[src/design/rvtmr_pkg.sv]
// rvtmr_pkg: shared types and constants for the RV32I execute block with TMR register file.
// No dependencies.
package rvtmr_pkg;

  localparam int unsigned NCOPY   = 3;
  localparam int unsigned NREG    = 32;
  localparam int unsigned NCFG    = 8;
  localparam int unsigned CFG_IW  = 3;
  localparam int unsigned CFG_DW  = 4;

  localparam logic [1:0] REQ_INSTR = 2'd0;
  localparam logic [1:0] REQ_LOAD  = 2'd1;
  localparam logic [1:0] REQ_FAULT = 2'd2;

  localparam logic [6:0] OPC_R      = 7'h33;
  localparam logic [6:0] OPC_IALU   = 7'h13;
  localparam logic [6:0] OPC_LOAD   = 7'h03;
  localparam logic [6:0] OPC_STORE  = 7'h23;
  localparam logic [6:0] OPC_BRANCH = 7'h63;
  localparam logic [6:0] OPC_JAL    = 7'h6F;
  localparam logic [6:0] OPC_JALR   = 7'h67;
  localparam logic [6:0] OPC_LUI    = 7'h37;
  localparam logic [6:0] OPC_AUIPC  = 7'h17;
  localparam logic [6:0] OPC_SYSTEM = 7'h73;
  localparam logic [31:0] EBREAK_WORD = 32'h0010_0073;

  localparam logic [1:0] MOP_NONE  = 2'd0;
  localparam logic [1:0] MOP_LOAD  = 2'd1;
  localparam logic [1:0] MOP_STORE = 2'd2;

  localparam logic [1:0] CAUSE_NONE    = 2'd0;
  localparam logic [1:0] CAUSE_EBREAK  = 2'd1;
  localparam logic [1:0] CAUSE_ECALL   = 2'd2;
  localparam logic [1:0] CAUSE_ILLEGAL = 2'd3;

  localparam logic [2:0] CFG_ALU    = 3'd0;
  localparam logic [2:0] CFG_LOAD   = 3'd1;
  localparam logic [2:0] CFG_STORE  = 3'd2;
  localparam logic [2:0] CFG_BRANCH = 3'd3;
  localparam logic [2:0] CFG_JAL    = 3'd4;
  localparam logic [2:0] CFG_JALR   = 3'd5;
  localparam logic [2:0] CFG_UPPER  = 3'd6;
  localparam logic [2:0] CFG_VOTE   = 3'd7;

  typedef struct packed {
    logic [1:0]  req_type;
    logic [31:0] instr_word;
    logic [31:0] load_value;
    logic [1:0]  fault_copy;
    logic [4:0]  fault_reg;
    logic [31:0] fault_mask;
  } in_item_t;

  typedef struct packed {
    logic [31:0] next_pc;
    logic [1:0]  mem_op;
    logic [31:0] mem_addr;
    logic [1:0]  mem_size;
    logic [31:0] store_value;
    logic        is_halted;
    logic [1:0]  halt_cause;
    logic [31:0] vote_fixes;
    logic [31:0] retired;
    logic [31:0] cycle_total;
  } out_item_t;

  // Register file write request
  typedef struct packed {
    logic        en;
    logic [2:0]  copies;
    logic [4:0]  addr;
    logic [31:0] data;
    logic        clr_x0;
  } rf_wr_t;

  // Register file read request
  typedef struct packed {
    logic       en;
    logic [4:0] addr_a;
    logic [4:0] addr_b;
  } rf_rd_t;

endpackage

[src/design/rvtmr_front.sv]
// rvtmr_front: two-entry transaction queue between the input channel and the back end.
// Depends on rvtmr_pkg.
module rvtmr_front import rvtmr_pkg::*; (
  input  logic      clk_i,
  input  logic      rst_ni,
  input  logic      push_i,
  input  in_item_t  item_i,
  output logic      ready_o,
  input  logic      pop_i,
  output logic      nonempty_o,
  output in_item_t  head_o
);

  in_item_t   ent_q [2];
  logic       wp_q, wp_d, rp_q, rp_d;
  logic [1:0] cnt_q, cnt_d;

  assign ready_o    = (cnt_q != 2'd2);
  assign nonempty_o = (cnt_q != 2'd0);
  assign head_o     = ent_q[rp_q];

  always_comb begin
    wp_d  = wp_q ^ push_i;
    rp_d  = rp_q ^ pop_i;
    cnt_d = cnt_q + {1'b0, push_i} - {1'b0, pop_i};
  end

  always_ff @(posedge clk_i) begin
    if (push_i) begin
      ent_q[wp_q] <= item_i;
    end
  end

  always_ff @(posedge clk_i or negedge rst_ni) begin
    if (!rst_ni) begin
      wp_q  <= 1'b0;
      rp_q  <= 1'b0;
      cnt_q <= 2'd0;
    end else begin
      wp_q  <= wp_d;
      rp_q  <= rp_d;
      cnt_q <= cnt_d;
    end
  end

endmodule

[config.mk]
export PLATFORM = sky130hd
export DESIGN_NAME = rvtmr_front
export DESIGN_NICKNAME = d
export VERILOG_FILES = /design/src/design/rvtmr_pkg.sv /design/src/design/rvtmr_front.sv
export SDC_FILE = /design/constraint.sdc
export NUM_CORES = 1
export LEC_CHECK = 0
export ABC_AREA = 1
export BUFFER_PORTS_ARGS = -buffer_cell sky130_fd_sc_hd__buf_2
export CAP_MARGIN = 15
export CELL_PAD_IN_SITES_DETAIL_PLACEMENT = 1
export CELL_PAD_IN_SITES_GLOBAL_PLACEMENT = 2
export CORE_MARGIN = 1.5
export CORE_UTILIZATION = 38
export DETAILED_ROUTE_END_ITERATION = 6
export PLACE_DENSITY = 0.85
export SYNTH_ARGS = -nofsm -noshare
export SYNTH_HDL_FRONTEND = slang
export SYNTH_SLANG_ARGS = --single-unit
[constraint.sdc]
create_clock -name clk_i -period 9.7 [get_ports clk_i]
set_input_delay 0.97 -clock clk_i [delete_from_list [all_inputs] [get_ports clk_i]]
set_output_delay 0.97 -clock clk_i [all_outputs]
set_load 0.01 [all_outputs]
==> impl_metrics.toml <==
[floorplan]
io_pins = 216
fp.dieW_um = 148.8
core-area_mm2 = 0.02096
dieArea_mm2 = 0.02215
die_h_um = 148.8
start_util_pct = 38.56
rows = 53

[timing]
fmax_mhz = 294.8
setup_tns_ns = 0
fin_skew_ns = 0.01105
hold_viol = 0
min_period_ns = 3.393
slew_violations = 0
slew_headroom_pct = 39.13
rsz0062_at_grt = "no"
finalCritPeriodShare_pct = 34.98
worst_pin_slew_ns = 0.9131
setup_violations = 0

[setup_path]
arrival_ns = 2.42
end_kind = "output port"
cp_max_fo = 86
r2r_setup_slack_ns = 7.38
cp-start-kind = "register"
reg2reg_depth = 3
crit_required_ns = 8.73
criticalPathCategory = "reg2out"

[synth]
yosysWarnings = 0
synth.distinct_cells = 15
syn_area_per_cell_um2 = 14.13
synth_seq_cells = 214
ys_seq_area_share_pct = 79.28
syn-cell-area_mm2 = 0.008080
synthesis.nets = 685
netlist_instances = 572

[detailed_routing]
detailedRoute.firstPassIterationCount = 4
wl_per_cell_um = 15.80
antenna_left = 0
vias = 4873
drtIter0Drc = 180
vias_per_cell = 4.491
routed_wirelength_um = 17140
drc = 0

[place]
hpwl_um = 11140
port_buffers = 215
gp_congestion = 0.6993

[clock_network]
cts_hold_repair.buffers = 0
cts_buffer_depth = 3
cts_tree = "yes"
clkTransAtPathRegs_ns = 0.06
postCtsSetupRepairBufs = 0
cts_root_buf = "clkbuf_16"
cts.sinks = 214
cts_buffers = 23
insertion_delay_ns = 0.49
cts-htree-levels = 1
postCtsResizedCells = 0

[global_route]
grt_max_degree = 87
antenna_found_initial = 4
grt_pass1_vias = 5150
grt-ovfl-total = 0
grt_pass1_wl_um = 26020
grt.total_usage_pct = 15.14

[layout]
area_delta_synth_final_pct = 24.43
regArea_mm2 = 0.006410
nNetsFinal = 906
drive_gt1_share_pct = 32.22
final_core_util_pct = 47.98
fill_cells = 2221
multi_input_area_mm2 = 0.001072

[status]
status = "finished clean"

[pwr]
irDropWorstVdd_mv = 0.2050
power_density_mw_per_mm2 = 291.8
p_leak_nw = 4.270

[min_path]
hp-class = "in2async"

[flow_run]
maxCapViolations = 0
## placed cells by master, fill, tap and decap left out
master	netlist	routed
buf_2	7	215
diode_2	0	3
bufinv_16	0	2
o21ai_2	10	10
xor2_1	1	1
ha_4	0	2
clkbuf_16	0	23
inv_1	112	112
edfxtp_1	210	210
nand2_1	112	112
clkinv_1	0	6
buf_4	2	4
o21ai_0	95	95
dfrtp_4	0	1
clkbuf_1	2	5
clkinvlp_4	0	1
ha_1	4	2
dfrtp_1	4	3
clkinv_2	0	2
nand3_1	1	1
## cells in the mapped netlist
library cell	instances	area, um2
buf_2	7	35.03
buf_4	2	15.01
buf_6	4	45.04
clkbuf_1	2	7.510
clkbuf_4	1	7.510
clkbuf_8	7	96.34
dfrtp_1	4	100.1
edfxtp_1	210	6306
ha_1	4	50.05
inv_1	112	420.4
nand2_1	112	420.4
nand3_1	1	5.000
o21ai_0	95	475.5
o21ai_2	10	87.58
xor2_1	1	8.760
## final timing paths
kind	startpoint	end
worst max-delay path	rp_q	head_o[71]
worst min-delay path	rst_ni	rp_q
worst max register to register	wp_q	ent_q[0][48]
worst min register to register	cnt_q[1]	cnt_q[1]
max in group asynchronous	rst_ni	rp_q
min in group clk_i	cnt_q[1]	cnt_q[1]
## cell type report
class                      count  share of cell area (%)
clock buffer                  28                   5.911
sequential                   214                   63.75
antenna                        3                 0.07466
multi-input combinational    223                   10.66
inverter                     112                   4.181
timing repair buffer         219                   11.00
clock inverter                11                  0.9955
tap                          275                   3.422
## metal layers
| metal | vias to the layer above | share of wire [%] | wire length, um | GRT usage [%] |
|---|---|---|---|---|
| met5 | - | 0.076 | 13 | 0 |
| met4 | 2 | 1.4 | 241 | 3.762 |
| met3 | 23 | 8.3 | 1425 | 4.954 |
| met2 | 155 | 50 | 8493 | 26.70 |
| met1 | 2320 | 41 | 6966 | 17.85 |
| li1 | 2373 | - | - | - |
## registers in the layout, indices dropped and copies added, names as in the netlist
signal  count
ent_q     210
rp_q        1
wp_q        1
cnt_q       2
## cells by family after synthesis
kind of cell | after synthesis | share of synthesized area (%)
adder cells (fa/ha/maj) | 4 | 0.6194
XOR/XNOR | 1 | 0.1084
AO/OA/AOI/OAI | 105 | 6.968
buffers and inverters | 135 | 7.758
AND/OR/NAND/NOR | 113 | 5.265
flip-flops | 214 | 79.28
## worst max-delay path, stage by stage, from the launching register on
cell and delay, ns:
dfrtp_4 0.70, buf_4 0.67, o21ai_0 0.28, buf_2 0.20
## where the power goes
part | leakage (nW) | internal [mW] | switching (mW)
Sequential | 2.02 | 1.23 | 0.0663
Combinational | 1.92 | 0.275 | 0.553
Clock | 0.335 | 0.484 | 0.326
## through the flow
step / cell area [um2] / power [mW] / hold slack [ns] / std cells / setup WS, ns
CTS: 10050 / 2.987 / 0.2569 / 1082 / 6.246
detailed placement: 9353 / 2.163 / 0.5975 / 1043 / 6.704
finish: 10050 / 2.934 / 0.2769 / 1085 / 6.307
global route: 10050 / 3.113 / 0.2556 / 1083 / 6.094
global placement: 9353 / 2.129 / 0.5900 / 1043 / 6.717
floorplan: 8080 / 1.837 / 0.5458 / 572 / 5.773
Note: power is estimated with default switching activity, not from simulation.
